===== src/rtl/light_sweep_pixel_brighten_defines.svh =====
// ---------------------------------------------------------------------------
// Light sweep brightener assertion macros
// Concurrent checks on clk, disabled while rst is high; empty for synthesis.
// ---------------------------------------------------------------------------
`ifndef LIGHT_SWEEP_PIXEL_BRIGHTEN_DEFINES_SVH
`define LIGHT_SWEEP_PIXEL_BRIGHTEN_DEFINES_SVH

`ifndef SYNTHESIS
// same-cycle implication
`define LSB_ASSERT_IMPL(name, ante, cons) \
  name: assert property (@(posedge clk) disable iff (rst) (ante) |-> (cons)) \
    else $error("light sweep check failed");
// next-cycle implication
`define LSB_ASSERT_NEXT(name, ante, cons) \
  name: assert property (@(posedge clk) disable iff (rst) (ante) |=> (cons)) \
    else $error("light sweep check failed");
`else
`define LSB_ASSERT_IMPL(name, ante, cons)
`define LSB_ASSERT_NEXT(name, ante, cons)
`endif

`endif


===== src/rtl/lsb_pkg.sv =====
`timescale 1ns / 1ps
// ---------------------------------------------------------------------------
// lsb_pkg
// Shared types, register codes and fixed-point constants of the light sweep
// pixel brightener.
// ---------------------------------------------------------------------------
package lsb_pkg;

  localparam int COORD_BITS_DEF = 12;

  localparam int CFG_IDX_W  = 3;
  localparam int CFG_DATA_W = 16;

  typedef enum logic [CFG_IDX_W-1:0] {
    REG_CENTER_X       = 3'd0,
    REG_CENTER_Y       = 3'd1,
    REG_DIR_COS        = 3'd2,
    REG_DIR_SIN        = 3'd3,
    REG_SWEEP_WIDTH    = 3'd4,
    REG_INV_HALF_WIDTH = 3'd5,
    REG_SWEEP_GAIN     = 3'd6,
    REG_EDGE_GAIN      = 3'd7
  } cfg_idx_t;

  localparam int WIDTH_W = 13;
  localparam int SGAIN_W = 10;
  localparam int EGAIN_W = 9;
  localparam int INV5_W  = 19;

  localparam logic [15:0]        CENTER_X_RST       = 16'd15360;
  localparam logic [15:0]        CENTER_Y_RST       = 16'd8640;
  localparam logic signed [15:0] DIR_COS_RST        = 16'sd14189;
  localparam logic signed [15:0] DIR_SIN_RST        = -16'sd8192;
  localparam logic [WIDTH_W-1:0] SWEEP_WIDTH_RST    = 13'd1600;
  localparam logic [15:0]        INV_HALF_WIDTH_RST = 16'd1311;
  localparam logic [INV5_W-1:0]  INV5_RST           = INV5_W'(1311 * 5);
  localparam logic [SGAIN_W-1:0] SWEEP_GAIN_RST     = 10'd128;
  localparam logic [EGAIN_W-1:0] EDGE_GAIN_RST      = 9'd128;

  // distances inside either zone fit these bits (half width < 2^26)
  localparam int ZONE_W     = 26;
  localparam int HALF_SHIFT = 13;
  localparam int EDGE_SHIFT = 14;
  // ramp = (2^34 - d*inv) >> 18, at most 2^16
  localparam int ONE_SHIFT  = 34;
  localparam int RAMP_LSB   = 18;
  localparam int RAMP_W     = 17;
  localparam int GAIN_SHIFT = 8;
  localparam int WC_W       = 19;
  localparam int WE_W       = 18;
  localparam int AMOUNT_W   = 20;
  localparam logic [AMOUNT_W-1:0] AMOUNT_MIN = 20'd655;
  localparam int ADD_W      = 12;

  typedef struct packed {
    logic [15:0]         center_x;
    logic [15:0]         center_y;
    logic signed [15:0]  dir_cos;
    logic signed [15:0]  dir_sin;
    logic [WIDTH_W-1:0]  sweep_width;
    logic [15:0]         inv_half_width;
    logic [INV5_W-1:0]   inv5;
    logic [SGAIN_W-1:0]  sweep_gain;
    logic [EGAIN_W-1:0]  edge_gain;
  } cfg_t;

  typedef struct packed {
    logic [7:0] red;
    logic [7:0] green;
    logic [7:0] blue;
  } rgb_t;

  typedef struct packed {
    logic [ZONE_W-1:0] sweep;
    logic [ZONE_W-1:0] edge_dist;
    logic              in_center;
    logic              in_edge;
    rgb_t              rgb;
  } geo_t;

  typedef struct packed {
    logic [ADD_W-1:0] add;
    rgb_t             rgb;
  } amt_t;

endpackage


===== src/rtl/lsb_cfg_if.sv =====
`timescale 1ns / 1ps
// ---------------------------------------------------------------------------
// lsb_cfg_if
// Configuration write channel: register index and data with valid/ready.
// ---------------------------------------------------------------------------
interface lsb_cfg_if;
  logic        valid;
  logic        ready;
  logic [2:0]  index;
  logic [15:0] data;

  modport source (output valid, index, data, input ready);
  modport sink   (input valid, index, data, output ready);
endinterface


===== src/rtl/lsb_cfg_regs.sv =====
`timescale 1ns / 1ps
// ---------------------------------------------------------------------------
// lsb_cfg_regs
// Configuration register file; also keeps five times the half-width
// reciprocal for the edge ramp.
// ---------------------------------------------------------------------------
module lsb_cfg_regs (
  input  logic          clk,
  input  logic          rst,
  lsb_cfg_if.sink       cfg,
  output lsb_pkg::cfg_t cfg_q
);
  import lsb_pkg::*;

  logic wr;

  assign cfg.ready = 1'b1;
  assign wr        = cfg.valid && cfg.ready;

  always_ff @(posedge clk) begin
    if (rst) begin
      cfg_q.center_x       <= CENTER_X_RST;
      cfg_q.center_y       <= CENTER_Y_RST;
      cfg_q.dir_cos        <= DIR_COS_RST;
      cfg_q.dir_sin        <= DIR_SIN_RST;
      cfg_q.sweep_width    <= SWEEP_WIDTH_RST;
      cfg_q.inv_half_width <= INV_HALF_WIDTH_RST;
      cfg_q.inv5           <= INV5_RST;
      cfg_q.sweep_gain     <= SWEEP_GAIN_RST;
      cfg_q.edge_gain      <= EDGE_GAIN_RST;
    end else if (wr) begin
      case (cfg_idx_t'(cfg.index))
        REG_CENTER_X:       cfg_q.center_x    <= cfg.data;
        REG_CENTER_Y:       cfg_q.center_y    <= cfg.data;
        REG_DIR_COS:        cfg_q.dir_cos     <= signed'(cfg.data);
        REG_DIR_SIN:        cfg_q.dir_sin     <= signed'(cfg.data);
        REG_SWEEP_WIDTH:    cfg_q.sweep_width <= cfg.data[WIDTH_W-1:0];
        REG_INV_HALF_WIDTH: begin
          cfg_q.inv_half_width <= cfg.data;
          cfg_q.inv5           <= INV5_W'({cfg.data, 2'b00}) + INV5_W'(cfg.data);
        end
        REG_SWEEP_GAIN:     cfg_q.sweep_gain  <= cfg.data[SGAIN_W-1:0];
        REG_EDGE_GAIN:      cfg_q.edge_gain   <= cfg.data[EGAIN_W-1:0];
        default: ;
      endcase
    end
  end
endmodule


===== src/flat_wrapper.sv =====
// flat-port wrapper written by rule: the top's interface ports become plain ports
module lsb_cfg_regs_flat import lsb_pkg::*;
  (clk, rst, cfg_q, cfg_valid, cfg_index, cfg_data, cfg_ready);
  lsb_cfg_if cfg_i ();
  input  logic clk;
  input  logic rst;
  output lsb_pkg::cfg_t cfg_q;
  input wire logic [$bits(cfg_i.valid)-1:0] cfg_valid;
  input wire logic [$bits(cfg_i.index)-1:0] cfg_index;
  input wire logic [$bits(cfg_i.data)-1:0] cfg_data;
  output wire logic [$bits(cfg_i.ready)-1:0] cfg_ready;
  assign cfg_i.valid = cfg_valid;
  assign cfg_i.index = cfg_index;
  assign cfg_i.data = cfg_data;
  assign cfg_ready = cfg_i.ready;
  lsb_cfg_regs u_core (.clk(clk), .rst(rst), .cfg(cfg_i), .cfg_q(cfg_q));
endmodule

===== config.mk =====
export PLATFORM = sky130hd
export DESIGN_NAME = lsb_cfg_regs_flat
export DESIGN_NICKNAME = d
export VERILOG_FILES = /design/src/rtl/light_sweep_pixel_brighten_defines.svh /design/src/rtl/lsb_pkg.sv /design/src/rtl/lsb_cfg_if.sv /design/src/rtl/lsb_cfg_regs.sv /design/src/flat_wrapper.sv
export SDC_FILE = /design/constraint.sdc
export NUM_CORES = 1
export LEC_CHECK = 0
export ABC_CLOCK_PERIOD_IN_PS = 4000
export BUFFER_PORTS_ARGS = -buffer_cell sky130_fd_sc_hd__buf_2
export CORE_ASPECT_RATIO = 1.2
export CORE_MARGIN = 2
export CORE_UTILIZATION = 45
export DETAILED_ROUTE_END_ITERATION = 8
export HOLD_SLACK_MARGIN = 0.02
export PLACE_DENSITY = 0.68
export SETUP_SLACK_MARGIN = 0.3
export SLEW_MARGIN = 20
export SYNTH_ARGS = -nofsm -noshare
export SYNTH_HDL_FRONTEND = slang
export SYNTH_SLANG_ARGS = --single-unit

===== constraint.sdc =====
create_clock -name clk -period 4 [get_ports clk]
set_input_delay 0.4 -clock clk [delete_from_list [all_inputs] [get_ports clk]]
set_output_delay 0.4 -clock clk [all_outputs]
set_load 0.1 [all_outputs]

==> impl_metrics.ini <==
[pwr]
cellLeakagePower_nw = 2.95
sequentialPowerShare_pct = 37.2
p_sw_share_pct = 29.2
p_clk_share_pct = 47.3
peakVddDrop_mv = 0.260
power.total_w = 0.00360
pwr-share-comb_pct = 15.6
switchingPower_w = 0.00105
p_per_area_mw_per_mm2 = 530
intPower_w = 0.00255

[cts]
clockBufferDepth = 2
cts_resized = 0
numCtsBuffers = 17
h-tree-depth = 4
post_cts_buffers = 0
cts_sinks = 129
holdBufCountCts = 0
cts_root_buf = clkbuf_16
clk_transition_reported_paths_ns = 0.06
cts_tree = done
clock_latency_ns = 0.41

[yosys]
syn_avg_cell_area_um2 = 7.90
synth_area_leaders = dfxtp_1 (48%), nand2_1 (17%), a21oi_1 (9.1%), nand3_1 (3.9%), ha_1 (3.3%)
synth_nets = 716
synth_cell_type_count = 49
syn-cell-area_mm2 = 0.00536
yosysTopAreaCell = dfxtp_1
synth-seq-area-share_pct = 48.2
ys_seq_elements = 129
yosysWarnings = 0
synth-main-ff-cell = dfxtp_1
syn-instance-count = 679
post-synth-top-area-fraction_pct = 48.2
async_flop_share_pct = 0
synth_edf_count = 0

[placement]
portBuffers = 152
hpwl_um = 11300
place_congestion = 0.855

[die]
rows = 43
fp.dieArea_mm2 = 0.0128
ioPinCount = 154
die_w_um = 104
core_mm2 = 0.0116
die_h_um = 124
initial_core_util_pct = 46.3

[timing]
fin_worst_skew_ns = 0
tns_ns = 0
hold_viol_final = 0
fin_crit_ns = 2.30
fmax_mhz = 434
rsz0062_at_grt = no
maxSlewViolCount = 0
max_slew.worst_pin.slew_ns = 1.05
setup_viol = 0
post-route-period-util_pct = 57.6
max_slew_margin_pct = 29.6

[worst_setup_path]
path_class = in -> reg
worstSetupStartpointType = input port
end_kind = flop
worst_ep_arrival_time_ns = 2.60
cp_data_required_time_ns = 4.30
rrSetupSlack_ns = 3.07
crit_fanout = 9

[grt]
grt_overflow = 0
grt_pass1_vias = 4867
grt_pass1_wl_um = 25300
antenna_found_initial = 0
track_usage_pct = 25.4
grt_max_degree = 76

[min_path]
hold_path_class = in -> reg

[flow_run]
max-cap-violations = 0

[cells_and_area]
layout_common_cells = nand2_1 (247), buf_2 (152), dfxtp_1 (129), a21oi_1 (97), nand3_1 (42)
top_register = u_core.cfg_q
drive_gt1_share_pct = 24.8
num_antenna_cells = 0
largest_registers = u_core.cfg_q (129)
final_common_cell = nand2_1
syn_to_final_growth_pct = 26.6
nets = 845
largest_reg_flops = 129

[routing]
wl_per_cell_um = 16.8
vias_per_cell = 5.36
routed_wl_um = 16500
vias = 5241
drt_iter0_markers = 345
firstDrtPassIters = 5
drtAntennaViolNets = 0
drc_errors = 0

[outcome]
outcome = completed
[worst paths after layout]
| path | from | end | cells past startpoint |
|---|---|---|---|
| worst max-delay path | cfg_data[0] | u_core.cfg_q[35] | 8 |
| worst min-delay path | cfg_data[13] | u_core.cfg_q[51] | 3 |
| worst max register to register | u_core.cfg_q[35] | u_core.cfg_q[35] | 2 |
| worst min register to register | u_core.cfg_q[98] | u_core.cfg_q[98] | 2 |
[cells in the mapped netlist, drive strengths merged (2+ instances only)]
library cell,instances
nand2,247
dfxtp,129
a21oi,98
nand3,42
clkbuf,27
buf,20
nor2,15
ha,14
o21ai,13
nor3,7
o211ai,7
xnor2,5
and2,4
nor2b,4
o21a,4
or3,4
a21o,3
o2111ai,3
xor2,3
a211oi,2
a21boi,2
a22o,2
inv,2
nand2b,2
nand4,2
nor4,2
o21bai,2
or3b,2
[cell families (layout without fill, tap and decap cells)]
| group | Yosys count | after routing | share of synthesized area, % |
|---|---|---|---|
| buffers and inverters | 49 | 191 | 4.41 |
| and+or+nand+nor | 335 | 335 | 26.7 |
| muxes | 1 | 1 | 0.210 |
| other | 1 | 1 | 0.0699 |
| DFF | 129 | 129 | 48.2 |
| AOI/OAI and AO/OA | 141 | 141 | 15.5 |
| adders and majority gates | 15 | 15 | 3.64 |
| xor gates and xnor gates | 8 | 8 | 1.31 |
[layout make-up]
cell class,instances,area (µm²)
sequential,129,2580
timing repair buffer,157,798
clock buffer,18,439
tap,157,196
multi-input combinational,501,2550
fill,1043,4780
inverter,2,7.51
clock inverter,14,211
[routing by layer]
layer / vias to the layer above / global-route usage, % / wire (µm) / share of wire (%)
met2: 226 / 43.2 / 8200 / 50
met3: 39 / 6.17 / 1130 / 6.8
li1: 2535 / - / - / -
met5: - / 0 / 0 / 0
met4: 0 / 13.8 / 535 / 3.3
met1: 2441 / 30.0 / 6590 / 40
[power groups by stage]
stage,Sequential [W],Clock [W],Combinational [W]
5_1_grt,0.00134,0.00178,0.000591
3_5_place_dp,0.00137,0,0.000555
4_1_cts,0.00134,0.00172,0.000558
2_1_floorplan,0.00161,0,0.000208
3_3_place_gp,0.00136,0,0.000549
6_report,0.00134,0.00170,0.000560
[critical path, stage by stage]
cell	delay [ns]
buf_2	0.17
ha_1	0.27
fa_1	0.44
a211oi_2	0.31
o211ai_2	0.15
a2111oi_4	0.41
nor3_1	0.11
or3b_1	0.35
[stage by stage]
step	hold slack [ns]	instance area [µm²]	setup slack (ns)	util [%]	std cells
6_report	0.327	6790	1.70	58.7	978
3_5_place_dp	0.444	6130	1.27	53.0	946
5_1_grt	0.324	6790	1.61	58.7	978
4_1_cts	0.316	6780	1.71	58.6	978
3_3_place_gp	0.442	6130	1.36	53.0	946
2_1_floorplan	0.524	5360	1.63	-	679
No activity file was read; power rests on OpenSTA's default activity.
