<file path="src/rtl/light_sweep_pixel_brighten_defines.svh">
// ---------------------------------------------------------------------------
// Light sweep brightener assertion macros
// Concurrent checks on clk, disabled while rst is high; empty for synthesis.
// ---------------------------------------------------------------------------
`ifndef LIGHT_SWEEP_PIXEL_BRIGHTEN_DEFINES_SVH
`define LIGHT_SWEEP_PIXEL_BRIGHTEN_DEFINES_SVH

`ifndef SYNTHESIS
// same-cycle implication
`define LSB_ASSERT_IMPL(name, ante, cons) \
  name: assert property (@(posedge clk) disable iff (rst) (ante) |-> (cons)) \
    else $error("light sweep check failed");
// next-cycle implication
`define LSB_ASSERT_NEXT(name, ante, cons) \
  name: assert property (@(posedge clk) disable iff (rst) (ante) |=> (cons)) \
    else $error("light sweep check failed");
`else
`define LSB_ASSERT_IMPL(name, ante, cons)
`define LSB_ASSERT_NEXT(name, ante, cons)
`endif

`endif

</file>
<file path="src/rtl/lsb_pkg.sv">
`timescale 1ns / 1ps
// ---------------------------------------------------------------------------
// lsb_pkg
// Shared types, register codes and fixed-point constants of the light sweep
// pixel brightener.
// ---------------------------------------------------------------------------
package lsb_pkg;

  localparam int COORD_BITS_DEF = 12;

  localparam int CFG_IDX_W  = 3;
  localparam int CFG_DATA_W = 16;

  typedef enum logic [CFG_IDX_W-1:0] {
    REG_CENTER_X       = 3'd0,
    REG_CENTER_Y       = 3'd1,
    REG_DIR_COS        = 3'd2,
    REG_DIR_SIN        = 3'd3,
    REG_SWEEP_WIDTH    = 3'd4,
    REG_INV_HALF_WIDTH = 3'd5,
    REG_SWEEP_GAIN     = 3'd6,
    REG_EDGE_GAIN      = 3'd7
  } cfg_idx_t;

  localparam int WIDTH_W = 13;
  localparam int SGAIN_W = 10;
  localparam int EGAIN_W = 9;
  localparam int INV5_W  = 19;

  localparam logic [15:0]        CENTER_X_RST       = 16'd15360;
  localparam logic [15:0]        CENTER_Y_RST       = 16'd8640;
  localparam logic signed [15:0] DIR_COS_RST        = 16'sd14189;
  localparam logic signed [15:0] DIR_SIN_RST        = -16'sd8192;
  localparam logic [WIDTH_W-1:0] SWEEP_WIDTH_RST    = 13'd1600;
  localparam logic [15:0]        INV_HALF_WIDTH_RST = 16'd1311;
  localparam logic [INV5_W-1:0]  INV5_RST           = INV5_W'(1311 * 5);
  localparam logic [SGAIN_W-1:0] SWEEP_GAIN_RST     = 10'd128;
  localparam logic [EGAIN_W-1:0] EDGE_GAIN_RST      = 9'd128;

  // distances inside either zone fit these bits (half width < 2^26)
  localparam int ZONE_W     = 26;
  localparam int HALF_SHIFT = 13;
  localparam int EDGE_SHIFT = 14;
  // ramp = (2^34 - d*inv) >> 18, at most 2^16
  localparam int ONE_SHIFT  = 34;
  localparam int RAMP_LSB   = 18;
  localparam int RAMP_W     = 17;
  localparam int GAIN_SHIFT = 8;
  localparam int WC_W       = 19;
  localparam int WE_W       = 18;
  localparam int AMOUNT_W   = 20;
  localparam logic [AMOUNT_W-1:0] AMOUNT_MIN = 20'd655;
  localparam int ADD_W      = 12;

  typedef struct packed {
    logic [15:0]         center_x;
    logic [15:0]         center_y;
    logic signed [15:0]  dir_cos;
    logic signed [15:0]  dir_sin;
    logic [WIDTH_W-1:0]  sweep_width;
    logic [15:0]         inv_half_width;
    logic [INV5_W-1:0]   inv5;
    logic [SGAIN_W-1:0]  sweep_gain;
    logic [EGAIN_W-1:0]  edge_gain;
  } cfg_t;

  typedef struct packed {
    logic [7:0] red;
    logic [7:0] green;
    logic [7:0] blue;
  } rgb_t;

  typedef struct packed {
    logic [ZONE_W-1:0] sweep;
    logic [ZONE_W-1:0] edge_dist;
    logic              in_center;
    logic              in_edge;
    rgb_t              rgb;
  } geo_t;

  typedef struct packed {
    logic [ADD_W-1:0] add;
    rgb_t             rgb;
  } amt_t;

endpackage

</file>
<file path="src/rtl/lsb_ramp.sv">
`timescale 1ns / 1ps
// ---------------------------------------------------------------------------
// lsb_ramp
// Four-stage amount pipeline: reciprocal products, ramps, gains, then the
// threshold and the scaling of the amount to a channel increment.
// ---------------------------------------------------------------------------
module lsb_ramp (
  input  logic          clk,
  input  logic          rst,
  input  lsb_pkg::cfg_t cfg,
  input  logic          in_valid,
  output logic          in_ready,
  input  lsb_pkg::geo_t in_data,
  output logic          out_valid,
  input  logic          out_ready,
  output lsb_pkg::amt_t out_data
);
  import lsb_pkg::*;

  localparam int PC_W  = ZONE_W + 16;
  localparam int PE_W  = ZONE_W + INV5_W;
  localparam int MC_W  = RAMP_W + SGAIN_W;
  localparam int ME_W  = RAMP_W + EGAIN_W;
  localparam int SC_W  = AMOUNT_W + 8;
  localparam int NST   = 4;
  localparam logic [PC_W-1:0] ONE_C = PC_W'(1) << ONE_SHIFT;
  localparam logic [PE_W-1:0] ONE_E = PE_W'(1) << ONE_SHIFT;

  logic [NST-1:0] v;
  logic [NST-1:0] adv;

  logic [PC_W-1:0]     prod_c, diff_c;
  logic [PE_W-1:0]     prod_e, diff_e;
  logic                zc1, ze1;
  logic [RAMP_W-1:0]   ramp_c, ramp_e;
  logic [MC_W-1:0]     mul_c;
  logic [ME_W-1:0]     mul_e;
  logic [WC_W-1:0]     wc;
  logic [WE_W-1:0]     we;
  logic [AMOUNT_W-1:0] amount;
  logic [SC_W-1:0]     scaled;
  rgb_t                rgb1, rgb2, rgb3;

  always_comb begin
    adv[NST-1] = !v[NST-1] || out_ready;
    for (int k = NST - 2; k >= 0; k--) begin
      adv[k] = !v[k] || adv[k+1];
    end
  end

  assign in_ready  = adv[0];
  assign out_valid = v[NST-1];

  always_ff @(posedge clk) begin
    if (rst) begin
      v <= '0;
    end else begin
      if (adv[0]) v[0] <= in_valid;
      for (int k = 1; k < NST; k++) begin
        if (adv[k]) v[k] <= v[k-1];
      end
    end
  end

  assign diff_c = ONE_C - prod_c;
  assign diff_e = ONE_E - prod_e;
  assign mul_c  = MC_W'(ramp_c) * MC_W'(cfg.sweep_gain);
  assign mul_e  = ME_W'(ramp_e) * ME_W'(cfg.edge_gain);
  assign amount = AMOUNT_W'(wc) + AMOUNT_W'(we);
  // amount * 255 as a shift and subtract
  assign scaled = (SC_W'(amount) << 8) - SC_W'(amount);

  always_ff @(posedge clk) begin
    if (adv[0]) begin
      prod_c <= PC_W'(in_data.sweep) * PC_W'(cfg.inv_half_width);
      prod_e <= PE_W'(in_data.edge_dist) * PE_W'(cfg.inv5);
      zc1    <= in_data.in_center;
      ze1    <= in_data.in_edge;
      rgb1   <= in_data.rgb;
    end
    if (adv[1]) begin
      // drop a ramp outside its zone or where it would go negative
      ramp_c <= (zc1 && prod_c < ONE_C) ? diff_c[RAMP_LSB +: RAMP_W] : '0;
      ramp_e <= (ze1 && prod_e < ONE_E) ? diff_e[RAMP_LSB +: RAMP_W] : '0;
      rgb2   <= rgb1;
    end
    if (adv[2]) begin
      wc   <= mul_c[GAIN_SHIFT +: WC_W];
      we   <= mul_e[GAIN_SHIFT +: WE_W];
      rgb3 <= rgb2;
    end
    if (adv[3]) begin
      out_data.add <= (amount > AMOUNT_MIN) ? scaled[16 +: ADD_W] : '0;
      out_data.rgb <= rgb3;
    end
  end
endmodule

</file>
<file path="config.mk">
export PLATFORM = sky130hd
export DESIGN_NAME = lsb_ramp
export DESIGN_NICKNAME = d
export VERILOG_FILES = /design/src/rtl/light_sweep_pixel_brighten_defines.svh /design/src/rtl/lsb_pkg.sv /design/src/rtl/lsb_ramp.sv
export SDC_FILE = /design/constraint.sdc
export NUM_CORES = 2
export LEC_CHECK = 0
export ABC_AREA = 1
export BUFFER_PORTS_ARGS = -buffer_cell sky130_fd_sc_hd__buf_2
export CORE_ASPECT_RATIO = 0.8
export CORE_UTILIZATION = 56
export DETAILED_ROUTE_END_ITERATION = 12
export PLACE_DENSITY = 0.77
export SETUP_SLACK_MARGIN = 0.02
export SYNTH_ARGS = -nofsm -noshare
export SYNTH_HDL_FRONTEND = slang
export SYNTH_SLANG_ARGS = --single-unit
</file>
<file path="constraint.sdc">
create_clock -name clk -period 13.8 [get_ports clk]
set_input_delay 2.76 -clock clk [delete_from_list [all_inputs] [get_ports clk]]
set_output_delay 2.76 -clock clk [all_outputs]
set_load 0.01 [all_outputs]
</file>
==> reports/summary.log <==
qor: yosys.synth_most_common_cell sky130_fd_sc_hd__inv_1
qor: setup_path.required 14.19 ns
qor: yosys.synth_async_sr_flop_share 0
qor: setup_path.critical_path.reg2reg.startpoint ramp_c[3]
qor: timing.fin_setup_tns 0 ns
qor: placed_design.post-dp-hpwl 100000 um
qor: setup_path.timing.reg2reg.worst_path_depth 14
qor: placed_design.place_congestion 0.952
qor: min_path.worst_hold_path.endpoint rgb3[20]
qor: yosys.synth_top_cell_by_area sky130_fd_sc_hd__fa_1
qor: floorplanning.initial_cell_density_of_the_core 0.569
qor: yosys.synth_top_cell_area_share 0.369
qor: floorplanning.floorplan.die.width 344 um
qor: yosys.postSynthCellCount 6453
qor: status.status complete, no violations
qor: cts.post-cts-setup-buffer-count 0
qor: timing.rsz0062_at_grt false
qor: drt.detailedRoute.firstPassIterationCount 6
qor: global_routing.first_global_vias 42.6k
qor: cts.cts_buffers 29
qor: yosys.netlist_area 52300 um2
qor: floorplanning.die_h 275 um
qor: floorplanning.row_count 99
qor: yosys.yosys_most_used_dff sky130_fd_sc_hd__edfxtp_1
qor: cells_and_area.drive_above_1_share 0.0466
qor: yosys.yosysUniqueCellTypes 61
qor: timing.final.period_utilization 0.623
qor: setup_path.crit_family adder cells
qor: min_path.timing.hold.worst.start rgb2[20]
qor: yosys.synth.ff_latch_count 272
qor: drt.via_count 40.2k
qor: setup_path.critPathSlowestCell sky130_fd_sc_hd__fa_1
qor: cts.post_cts_resized 0
qor: setup_path.path_depth 23
qor: global_routing.grt_antenna_before_repair 3
qor: setup_path.setup.worst_path.end_class flop
qor: yosys.post_synth_mux_area_share 0
qor: cts.insertion_delay 0.58 ns
qor: floorplanning.floorplan_die_area 94700 um2
qor: floorplanning.count_of_pins_on_the_block_boundary 251
qor: drt.initial_drt_markers 3137
qor: floorplanning.floorplan.core_area 91900 um2
qor: timing.slew_violations 0
qor: cts.cts_root_buffer sky130_fd_sc_hd__clkbuf_16
qor: setup_path.path_max_fanout 26
qor: drt.post_drt_wl_per_cell 16.4 um
qor: min_path.hp-class flop to flop
qor: timing.layout_min_cycle_time 8.59 ns
qor: min_path.timing.hold.worst_path_depth 0
qor: cells_and_area.synthToLayoutAreaGrowth 4.47%
qor: timing.timing.final.setup_violations 0
qor: timing.worst-slew-pin-transition 0.957 ns
qor: global_routing.grt_util_all_layers 0.276
qor: cells_and_area.ff_latch_area 8130 um2
qor: yosys.synth_adder_area_share 0.459
qor: flow_run.max_cap_viol_count 0
qor: drt.drt_drc_violations_left 0
qor: yosys.count_of_flip_flops_with_a_built_in_enable_after_synthesis 268
qor: timing.timing.clock.skew 0.0103 ns
qor: setup_path.worstSetupPathType primary input to flop
qor: yosys.synth_fp_nets 8006
qor: yosys.synth_xor_xnor_area_share 0.0207
qor: setup_path.rr_endpoint wc[15]
qor: global_routing.grt_remaining_overflow 0
qor: placed_design.portBuffers 173
qor: yosys.synth.top_cells.by_area sky130_fd_sc_hd__fa_1 (37%), sky130_fd_sc_hd__edfxtp_1 (15%), sky130_fd_sc_hd__inv_1 (13%)
qor: yosys.synth_top_family_by_area adder cells
qor: cells_and_area.n_fill_cell 8147
qor: yosys.compound_gate_fraction_of_synth_area 0.0415
qor: setup_path.critPathArrivalTime 8.98 ns
qor: yosys.synth_sequential_area_ratio 0.155
qor: setup_path.critical_path.max_stage_delay 0.56 ns
qor: global_routing.maximum_number_of_pins_on_one_net_before_global_route_repair 78
qor: yosys.ys_warn_count 0
qor: cts.clock_tree.buffer_depth 3
qor: setup_path.critical_path_buf_inv_count 7
qor: setup_path.critical_path.startpoint_type primary input
qor: yosys.avgSynthCellArea 8.11 um2
qor: cts.cts.sink_count 272
qor: cells_and_area.multiInputGateArea 36200 um2
qor: cts.tritoncts done
qor: cts.clk_pin_slew 0.06 ns
qor: yosys.yosys.area_share.simple 0.171
qor: timing.timing.slew.headroom 0.362
qor: drt.ant_nets 0
qor: timing.max_freq 116 MHz
qor: cts.cts_hold_buffers 0
qor: global_routing.first_pass_grt_wire_length 211000 um
qor: timing.timing.final.hold_violations 0
qor: drt.avgViaCountPerCell 5.28
qor: yosys.ys_top_cells_by_count sky130_fd_sc_hd__inv_1 (1839), sky130_fd_sc_hd__nand2_1 (1723), sky130_fd_sc_hd__fa_1 (964), sky130_fd_sc_hd__ha_1 (376), sky130_fd_sc_hd__edfxtp_1 (268)
qor: drt.routed_wl 125000 um
qor: setup_path.regToRegSetupSlack 8.54 ns
qor: setup_path.path_cells buf_2 -> nand2_1 -> fa_1 -> inv_1 -> fa_1 -> inv_1 -> fa_1 -> inv_1 -> fa_1 -> fa_1 -> inv_1 -> fa_1 -> inv_1 -> ha_1 -> nand2_1 -> nor2_1 -> inv_1 -> nor3_1 -> a21oi_1 -> o21ai_0 -> nand2_1 -> nand2_1 -> xor2_1
qor: cells_and_area.nets 7931
qor: cts.clock_tree.htree_level_count 1
## worst reg2reg max path, stage by stage (launching register included)
cell                       delay [ns]
sky130_fd_sc_hd__edfxtp_1        0.63
sky130_fd_sc_hd__nand2_1         0.15
sky130_fd_sc_hd__fa_1            0.55
sky130_fd_sc_hd__inv_1           0.05
sky130_fd_sc_hd__fa_1            0.50
sky130_fd_sc_hd__fa_1            0.52
sky130_fd_sc_hd__fa_1            0.52
sky130_fd_sc_hd__fa_1            0.49
sky130_fd_sc_hd__ha_1            0.37
sky130_fd_sc_hd__a21oi_1         0.26
sky130_fd_sc_hd__o21a_1          0.16
sky130_fd_sc_hd__o21ai_0         0.07
sky130_fd_sc_hd__a21oi_1         0.39
sky130_fd_sc_hd__o21ai_0         0.18
sky130_fd_sc_hd__xor2_1          0.16
## state kept, by name (all words and copies together) (netlist names)
register	flops
v	4
we	18
ze1	1
out_data	36
zc1	1
rgb1	24
prod_e	45
wc	19
rgb3	24
rgb2	24
prod_c	42
ramp_e	17
ramp_c	17
## worst max path at each step
stage                       to  slack [ns]      start
finish              prod_c[24]        5.21    cfg[45]
global route        prod_c[28]        4.99    cfg[45]
CTS                 prod_c[28]        5.36    cfg[45]
detailed placement  prod_c[28]        4.76    cfg[45]
global placement    prod_c[28]        4.86    cfg[45]
floorplan             in_ready        3.51  out_ready
## cells by family after synthesis
| group | after synthesis |
|---|---|
| xor gates and xnor gates | 123 |
| DFF | 272 |
| and+or+nand+nor | 2209 |
| AOI/OAI and AO/OA | 377 |
| buffers and inverters | 2132 |
| adders and majority gates | 1340 |
## layer usage
layer / vias up / global-route usage / wire length (um)
met5: - / 0.000496 / 17
met4: 2 / 0.0513 / 2080
met3: 194 / 0.0512 / 12100
met2: 1727 / 0.444 / 56600
met1: 19700 / 0.396 / 54000
li1: 18500 / - / -
## stage by stage
stage | utilization | hold WS [ns] | cells | setup slack (ns) | cell area (um2)
6_report | 0.595 | 0.415 | 7612 | 5.21 | 54700
3_5_place_dp | 0.584 | 0.405 | 7559 | 4.76 | 53700
5_1_grt | 0.595 | 0.421 | 7612 | 4.99 | 54700
2_1_floorplan | - | 0.400 | 6453 | 3.51 | 52300
3_3_place_gp | 0.584 | 0.400 | 7559 | 4.86 | 53700
4_1_cts | 0.595 | 0.416 | 7610 | 5.36 | 54700
## cells in the final DEF (no fill, tap or decap), drive strengths merged, types with 4 or more instances in the layout
cell and count:
o21a 11, nand2 1745, a21boi 9, xor2 88, nand3b 6, a31oi 25, a21o 29, o31ai 5
nor4 23, or2 5, a21oi 189, fa 964, a211oi 4, ha 376, nand3 115, edfxtp 268
xnor2 35, buf 178, o21ai 75, nand4 34, nor2 240, and3 7, nor3 27, clkinv 12
o221ai 4, inv 1849, clkbuf 31, bufinv 5, dfxtp 4, o21bai 18
## cell type report
cell class	count	area share
clock buffers	31	0.0134
multi-input cells	4049	0.662
flip-flops and latches	272	0.149
clock inverters	20	0.00453
well taps	1212	0.0277
inverters	1848	0.127
diodes	2	0.0000916
repair buffers	178	0.0165
Power is left out: the tool's default activity adds up to more than one toggle a clock period on the data nets, which glitch-free logic cannot reach.
