==> src/rtl/light_sweep_pixel_brighten_defines.svh <==
// ---------------------------------------------------------------------------
// Light sweep brightener assertion macros
// Concurrent checks on clk, disabled while rst is high; empty for synthesis.
// ---------------------------------------------------------------------------
`ifndef LIGHT_SWEEP_PIXEL_BRIGHTEN_DEFINES_SVH
`define LIGHT_SWEEP_PIXEL_BRIGHTEN_DEFINES_SVH

`ifndef SYNTHESIS
// same-cycle implication
`define LSB_ASSERT_IMPL(name, ante, cons) \
  name: assert property (@(posedge clk) disable iff (rst) (ante) |-> (cons)) \
    else $error("light sweep check failed");
// next-cycle implication
`define LSB_ASSERT_NEXT(name, ante, cons) \
  name: assert property (@(posedge clk) disable iff (rst) (ante) |=> (cons)) \
    else $error("light sweep check failed");
`else
`define LSB_ASSERT_IMPL(name, ante, cons)
`define LSB_ASSERT_NEXT(name, ante, cons)
`endif

`endif

==> src/rtl/lsb_pkg.sv <==
`timescale 1ns / 1ps
// ---------------------------------------------------------------------------
// lsb_pkg
// Shared types, register codes and fixed-point constants of the light sweep
// pixel brightener.
// ---------------------------------------------------------------------------
package lsb_pkg;

  localparam int COORD_BITS_DEF = 12;

  localparam int CFG_IDX_W  = 3;
  localparam int CFG_DATA_W = 16;

  typedef enum logic [CFG_IDX_W-1:0] {
    REG_CENTER_X       = 3'd0,
    REG_CENTER_Y       = 3'd1,
    REG_DIR_COS        = 3'd2,
    REG_DIR_SIN        = 3'd3,
    REG_SWEEP_WIDTH    = 3'd4,
    REG_INV_HALF_WIDTH = 3'd5,
    REG_SWEEP_GAIN     = 3'd6,
    REG_EDGE_GAIN      = 3'd7
  } cfg_idx_t;

  localparam int WIDTH_W = 13;
  localparam int SGAIN_W = 10;
  localparam int EGAIN_W = 9;
  localparam int INV5_W  = 19;

  localparam logic [15:0]        CENTER_X_RST       = 16'd15360;
  localparam logic [15:0]        CENTER_Y_RST       = 16'd8640;
  localparam logic signed [15:0] DIR_COS_RST        = 16'sd14189;
  localparam logic signed [15:0] DIR_SIN_RST        = -16'sd8192;
  localparam logic [WIDTH_W-1:0] SWEEP_WIDTH_RST    = 13'd1600;
  localparam logic [15:0]        INV_HALF_WIDTH_RST = 16'd1311;
  localparam logic [INV5_W-1:0]  INV5_RST           = INV5_W'(1311 * 5);
  localparam logic [SGAIN_W-1:0] SWEEP_GAIN_RST     = 10'd128;
  localparam logic [EGAIN_W-1:0] EDGE_GAIN_RST      = 9'd128;

  // distances inside either zone fit these bits (half width < 2^26)
  localparam int ZONE_W     = 26;
  localparam int HALF_SHIFT = 13;
  localparam int EDGE_SHIFT = 14;
  // ramp = (2^34 - d*inv) >> 18, at most 2^16
  localparam int ONE_SHIFT  = 34;
  localparam int RAMP_LSB   = 18;
  localparam int RAMP_W     = 17;
  localparam int GAIN_SHIFT = 8;
  localparam int WC_W       = 19;
  localparam int WE_W       = 18;
  localparam int AMOUNT_W   = 20;
  localparam logic [AMOUNT_W-1:0] AMOUNT_MIN = 20'd655;
  localparam int ADD_W      = 12;

  typedef struct packed {
    logic [15:0]         center_x;
    logic [15:0]         center_y;
    logic signed [15:0]  dir_cos;
    logic signed [15:0]  dir_sin;
    logic [WIDTH_W-1:0]  sweep_width;
    logic [15:0]         inv_half_width;
    logic [INV5_W-1:0]   inv5;
    logic [SGAIN_W-1:0]  sweep_gain;
    logic [EGAIN_W-1:0]  edge_gain;
  } cfg_t;

  typedef struct packed {
    logic [7:0] red;
    logic [7:0] green;
    logic [7:0] blue;
  } rgb_t;

  typedef struct packed {
    logic [ZONE_W-1:0] sweep;
    logic [ZONE_W-1:0] edge_dist;
    logic              in_center;
    logic              in_edge;
    rgb_t              rgb;
  } geo_t;

  typedef struct packed {
    logic [ADD_W-1:0] add;
    rgb_t             rgb;
  } amt_t;

endpackage

==> src/rtl/lsb_pix_in_if.sv <==
`timescale 1ns / 1ps
// ---------------------------------------------------------------------------
// lsb_pix_in_if
// Pixel input channel: position and RGB bytes with valid/ready.
// ---------------------------------------------------------------------------
interface lsb_pix_in_if #(parameter int COORD_BITS = 12);
  logic                  valid;
  logic                  ready;
  logic [COORD_BITS-1:0] pixel_x;
  logic [COORD_BITS-1:0] pixel_y;
  logic [7:0]            red_in;
  logic [7:0]            green_in;
  logic [7:0]            blue_in;

  modport source (output valid, pixel_x, pixel_y, red_in, green_in, blue_in,
                  input ready);
  modport sink   (input valid, pixel_x, pixel_y, red_in, green_in, blue_in,
                  output ready);
endinterface

==> src/rtl/lsb_geom.sv <==
`timescale 1ns / 1ps
// ---------------------------------------------------------------------------
// lsb_geom
// Five-stage distance pipeline: offsets, projections, sum, magnitude, then
// band zone tests against the half width.
// ---------------------------------------------------------------------------
module lsb_geom #(
  parameter int COORD_BITS = lsb_pkg::COORD_BITS_DEF
) (
  input  logic          clk,
  input  logic          rst,
  input  lsb_pkg::cfg_t cfg,
  lsb_pix_in_if.sink    pix_in,
  output logic          out_valid,
  input  logic          out_ready,
  output lsb_pkg::geo_t out_data
);
  import lsb_pkg::*;

  localparam int X_W   = COORD_BITS + 4;
  localparam int DW    = ((X_W > 16) ? X_W : 16) + 1;
  localparam int PW    = DW + 16;
  localparam int SW    = PW + 1;
  localparam int E10_W = SW + 4;
  localparam int NST   = 5;

  logic [NST-1:0] v;
  logic [NST-1:0] adv;

  logic signed [DW-1:0] xs, ys, cxs, cys;
  logic signed [DW-1:0] dx, dy;
  logic signed [15:0]   cos_s, sin_s;
  logic signed [PW-1:0] px, py;
  logic signed [SW-1:0] dist_sum;
  logic [SW-1:0]        sweep, sweep_next;
  logic [SW-1:0]        half, edge_d;
  logic [E10_W-1:0]     edge10, edge_lim;
  logic                 in_c;
  rgb_t                 rgb_in, rgb1, rgb2, rgb3, rgb4;

  always_comb begin
    adv[NST-1] = !v[NST-1] || out_ready;
    for (int k = NST - 2; k >= 0; k--) begin
      adv[k] = !v[k] || adv[k+1];
    end
  end

  assign pix_in.ready = adv[0];
  assign out_valid    = v[NST-1];

  always_ff @(posedge clk) begin
    if (rst) begin
      v <= '0;
    end else begin
      if (adv[0]) v[0] <= pix_in.valid;
      for (int k = 1; k < NST; k++) begin
        if (adv[k]) v[k] <= v[k-1];
      end
    end
  end

  assign rgb_in = '{red: pix_in.red_in, green: pix_in.green_in, blue: pix_in.blue_in};
  assign xs     = signed'(DW'({pix_in.pixel_x, 4'b0000}));
  assign ys     = signed'(DW'({pix_in.pixel_y, 4'b0000}));
  assign cxs    = signed'(DW'(cfg.center_x));
  assign cys    = signed'(DW'(cfg.center_y));
  assign cos_s  = cfg.dir_cos;
  assign sin_s  = cfg.dir_sin;

  assign sweep_next = dist_sum[SW-1] ? unsigned'(-dist_sum) : unsigned'(dist_sum);

  // zone tests: centre is inside the half width, edge within a tenth of the width
  assign half     = SW'({cfg.sweep_width, {HALF_SHIFT{1'b0}}});
  assign in_c     = sweep < half;
  assign edge_d   = in_c ? half - sweep : sweep - half;
  assign edge10   = (E10_W'(edge_d) << 3) + (E10_W'(edge_d) << 1);
  assign edge_lim = E10_W'({cfg.sweep_width, {EDGE_SHIFT{1'b0}}});

  always_ff @(posedge clk) begin
    if (adv[0]) begin
      dx   <= xs - cxs;
      dy   <= ys - cys;
      rgb1 <= rgb_in;
    end
    if (adv[1]) begin
      px   <= dx * cos_s;
      py   <= dy * sin_s;
      rgb2 <= rgb1;
    end
    if (adv[2]) begin
      dist_sum <= SW'(px) + SW'(py);
      rgb3     <= rgb2;
    end
    if (adv[3]) begin
      sweep <= sweep_next;
      rgb4  <= rgb3;
    end
    if (adv[4]) begin
      out_data.sweep     <= sweep[ZONE_W-1:0];
      out_data.edge_dist <= edge_d[ZONE_W-1:0];
      out_data.in_center <= in_c;
      out_data.in_edge   <= edge10 < edge_lim;
      out_data.rgb       <= rgb4;
    end
  end
endmodule

==> src/flat_wrapper.sv <==
// flat-port wrapper written by rule: the top's interface ports become plain ports
module lsb_geom_flat import lsb_pkg::*;
#(
  parameter int COORD_BITS = lsb_pkg::COORD_BITS_DEF
)
  (clk, rst, cfg, out_valid, out_ready, out_data, pix_in_valid, pix_in_pixel_x, pix_in_pixel_y, pix_in_red_in, pix_in_green_in, pix_in_blue_in, pix_in_ready);
  lsb_pix_in_if #(.COORD_BITS(COORD_BITS)) pix_in_i ();
  input  logic clk;
  input  logic rst;
  input  lsb_pkg::cfg_t cfg;
  output logic out_valid;
  input  logic out_ready;
  output lsb_pkg::geo_t out_data;
  input wire logic [$bits(pix_in_i.valid)-1:0] pix_in_valid;
  input wire logic [$bits(pix_in_i.pixel_x)-1:0] pix_in_pixel_x;
  input wire logic [$bits(pix_in_i.pixel_y)-1:0] pix_in_pixel_y;
  input wire logic [$bits(pix_in_i.red_in)-1:0] pix_in_red_in;
  input wire logic [$bits(pix_in_i.green_in)-1:0] pix_in_green_in;
  input wire logic [$bits(pix_in_i.blue_in)-1:0] pix_in_blue_in;
  output wire logic [$bits(pix_in_i.ready)-1:0] pix_in_ready;
  assign pix_in_i.valid = pix_in_valid;
  assign pix_in_i.pixel_x = pix_in_pixel_x;
  assign pix_in_i.pixel_y = pix_in_pixel_y;
  assign pix_in_i.red_in = pix_in_red_in;
  assign pix_in_i.green_in = pix_in_green_in;
  assign pix_in_i.blue_in = pix_in_blue_in;
  assign pix_in_ready = pix_in_i.ready;
  lsb_geom #(.COORD_BITS(COORD_BITS)) u_core (.clk(clk), .rst(rst), .cfg(cfg), .pix_in(pix_in_i), .out_valid(out_valid), .out_ready(out_ready), .out_data(out_data));
endmodule
==> config.mk <==
export PLATFORM = sky130hd
export DESIGN_NAME = lsb_geom_flat
export DESIGN_NICKNAME = d
export VERILOG_FILES = /design/src/rtl/light_sweep_pixel_brighten_defines.svh /design/src/rtl/lsb_pkg.sv /design/src/rtl/lsb_pix_in_if.sv /design/src/rtl/lsb_geom.sv /design/src/flat_wrapper.sv
export SDC_FILE = /design/constraint.sdc
export NUM_CORES = 2
export LEC_CHECK = 0
export BUFFER_PORTS_ARGS = -buffer_cell sky130_fd_sc_hd__buf_2
export CAP_MARGIN = 20
export CORE_AREA = 2 2 258 260
export CTS_BUF_LIST = sky130_fd_sc_hd__clkbuf_8 sky130_fd_sc_hd__clkbuf_16
export DETAILED_ROUTE_END_ITERATION = 7
export DIE_AREA = 0 0 260 262
export GPL_TIMING_DRIVEN = 0
export PLACE_DENSITY = 0.9
export SYNTH_ARGS = -nofsm -noshare
export SYNTH_HDL_FRONTEND = slang
export SYNTH_SLANG_ARGS = --single-unit
==> constraint.sdc <==
create_clock -name clk -period 8 [get_ports clk]
set_input_delay 1.6 -clock clk [delete_from_list [all_inputs] [get_ports clk]]
set_output_delay 1.6 -clock clk [all_outputs]
set_load 0.01 [all_outputs]
==> results_dict.tcl <==
set metrics [dict create \
    placed_cell_area_sq_mm 0.0392 \
    fin_ws_ns 0.221 \
    grt_antenna_before_repair 0 \
    cts_htree_levels 2 \
    num_rows 94 \
    path_class "input pin to flop" \
    ys_warn_count 0 \
    ant_nets 0 \
    place_ws_ns -1.47 \
    drive_gt1_share_pct 8.92 \
    cts.path.max_buffers 3 \
    cts_buffers 41 \
    status "complete, no violations" \
    finalNetCount 4779 \
    core_sq_mm 0.0653 \
    wl_per_cell_um 18.2 \
    gp_congestion 0.955 \
    die_width_um 260 \
    hold_violations 0 \
    rrSetupSlack_ns 0.48 \
    final_cell_area_sq_mm 0.0407 \
    cp.required_ns 8.34 \
    port_buffers 196 \
    wl_um 84300 \
    skew_ns 0.0563 \
    fin_crit_ns 7.78 \
    crit_end "u_core.py[30]" \
    slew-limit-headroom_pct 36.4 \
    synth-main-ff-cell "edfxtp_1" \
    clk_pin_slew_ns 0.06 \
    worst-slew-pin-transition_ns 0.954 \
    crit_fanout 10 \
    cp_data_arrival_time_ns 8.12 \
    dr.first_iter.drc_count 2044 \
    whs_path_depth 0 \
    fp.dieH_um 262 \
    nFillCells 4895 \
    max_freq_mhz 129 \
    insertedDiodeCount 0 \
    vias 25700 \
    cts_sinks 346 \
    r2r-end "u_core.py[30]" \
    finalSetupViolCount 0 \
    syn_inst 3512 \
    synth_area_per_cell_sq_um 10.5 \
    dp_hpwl_um 68700 \
    netlist_area_sq_mm 0.0370 \
    clk_latency_ns 0.61 \
    rr_worst_depth 26 \
    dieArea_sq_mm 0.0681 \
    grt_pass1_wl_um 137000 \
    slew_violations 0 \
    initial_core_util_pct 56.7 \
    hold_buffers 0 \
    hold_class "flop to flop" \
    track_usage_pct 25.5 \
    cts_tree "yes" \
    cts_root_buf "clkbuf_16" \
    critPathCaptureType "flop" \
    avgViaCountPerCell 5.54 \
    dr.pass1.iters 6 \
    async_reset_ff_share_pct 0 \
    maxCapViolations 0 \
    synth_edf_count 341 \
    synth_cell_types 71 \
    synth.net_count 4542 \
    start_kind "input pin" \
    r2r_start "u_core.dy[9]" \
    post-route-period-util_pct 97.2 \
    io-pin-count 263 \
    hold_slack_ns 0.391 \
    grt_max_degree 78 \
    worstSetupStartpoint "cfg[72]" \
    gr-total-overflow 0 \
    drc 0 \
    area_growth_pct 9.99 \
    seq_area_frac_synth_pct 27.9 \
    grt_pass1_vias 27600 \
    synth-seq-cells 346 \
]
worst max-delay path, cell delays in order:
cell and delay (ns):
clkbuf_2 0.26, clkbuf_4 0.29, nand2_1 0.09, fa_1 0.53, inv_1 0.05, fa_1 0.48, inv_1 0.06, fa_1 0.48
fa_1 0.55, inv_1 0.05, fa_1 0.48, inv_1 0.05, fa_1 0.47, inv_1 0.04, ha_1 0.33, a21o_1 0.18
a21oi_1 0.20, o21ai_0 0.16, a21oi_2 0.25, o21ai_0 0.26, nand2_1 0.16, a31oi_1 0.13, o41ai_2 0.44, buf_4 0.20
o21bai_1 0.06, a21oi_1 0.18, xnor2_1 0.08
flip-flops by register name (all words and copies together), names as in the netlist:
register         cells
u_core.py           33
u_core.sweep        34
u_core.out_data     77
u_core.rgb2         24
u_core.rgb4         24
u_core.dist_sum     34
u_core.px           33
u_core.rgb1         24
u_core.dy           17
u_core.rgb3         24
u_core.v             5
u_core.dx           17
layer usage:
metal,part of all wire [%],track usage [%],up-vias
met5,0,0,-
met1,36,30.3,12700
met3,7.4,4.44,348
li1,-,-,11600
met2,50,44.1,1102
met4,6.2,14.2,0
cells in the mapped netlist, drive strengths merged (16+ instances only):
cell,count,share of area (%)
inv,733,7.4
fa,554,30
nand2,351,3.6
edfxtp,341,28
ha,293,9.9
and2,235,4.0
xnor2,144,3.4
a21oi,137,1.9
nor2,97,0.98
clkbuf,95,0.96
o21ai,85,1.1
a21o,60,1.2
xor2,51,1.2
o21bai,33,0.67
nand2b,31,0.52
nor3,25,0.34
nand3,20,0.27
nor2b,19,0.32
o31ai,16,0.32
how the worst min path moves through the flow:
stage / startpoint / to / slack [ns]
6_report: u_core.rgb4[19] / u_core.out_data[19] / 0.39
5_1_grt: u_core.rgb2[3] / u_core.rgb3[3] / 0.40
3_5_place_dp: u_core.rgb1[11] / u_core.rgb2[11] / 0.40
3_3_place_gp: u_core.rgb2[7] / u_core.rgb3[7] / 0.40
2_1_floorplan: u_core.rgb4[0] / u_core.out_data[0] / 0.40
4_1_cts: u_core.rgb3[8] / u_core.rgb4[8] / 0.40
per-stage QoR:
stage          setup TNS (ns)  util (%)  std cells
6_report                    0      62.3       4644
3_5_place_dp           -10.77      60.0       4576
4_1_cts                     0      62.1       4642
3_3_place_gp            -6.65      59.8       4572
2_1_floorplan               0         -       3512
5_1_grt               -0.0341      62.3       4644
what timing repair did:
| item | in CTS | in global routing |
|---|---|---|
| pin swaps | 0 | 5 |
| gates resized for setup | 19 | 37 |
| cloned | 0 | 0 |
| endpoints found under the setup margin | 7 | 9 |
| setup buffers | 0 | 5 |
final cells by class:
class | instances | area, sq um | share of cell area (%)
Clock inverter | 33 | 360 | 0.886
Sequential cell | 346 | 10300 | 25.4
Clock buffer | 41 | 1030 | 2.52
Tap cell | 864 | 1080 | 2.66
Timing Repair Buffer | 205 | 1110 | 2.72
Multi-Input combinational cell | 2335 | 23700 | 58.1
Inverter | 733 | 2760 | 6.78
Buffer | 87 | 369 | 0.907
cells in the final DEF (no fill, tap or decap), types with 24 or more instances in the layout:
cell and instances:
nand2b_1 31, nor3_1 24, clkbuf_1 66, edfxtp_1 341, clkbuf_16 41, and2_1 234
nor2_1 97, buf_2 198, a21oi_1 131, fa_1 554, o21bai_1 33, o21ai_0 81
nand2_1 349, xnor2_1 143, xor2_1 50, a21o_1 60, inv_1 732, ha_1 293
cell families after synthesis:
family,Yosys count,synth area share [%]
buf+inv,831,8.46
simple gates,862,11.6
flops,346,27.9
mux,8,0.227
xor+xnor,195,4.62
fa+ha+maj,848,39.9
compound gates,422,7.26
Power is not shown: default switching activity piles up to over one toggle a cycle in this logic, so the estimate is an artifact.
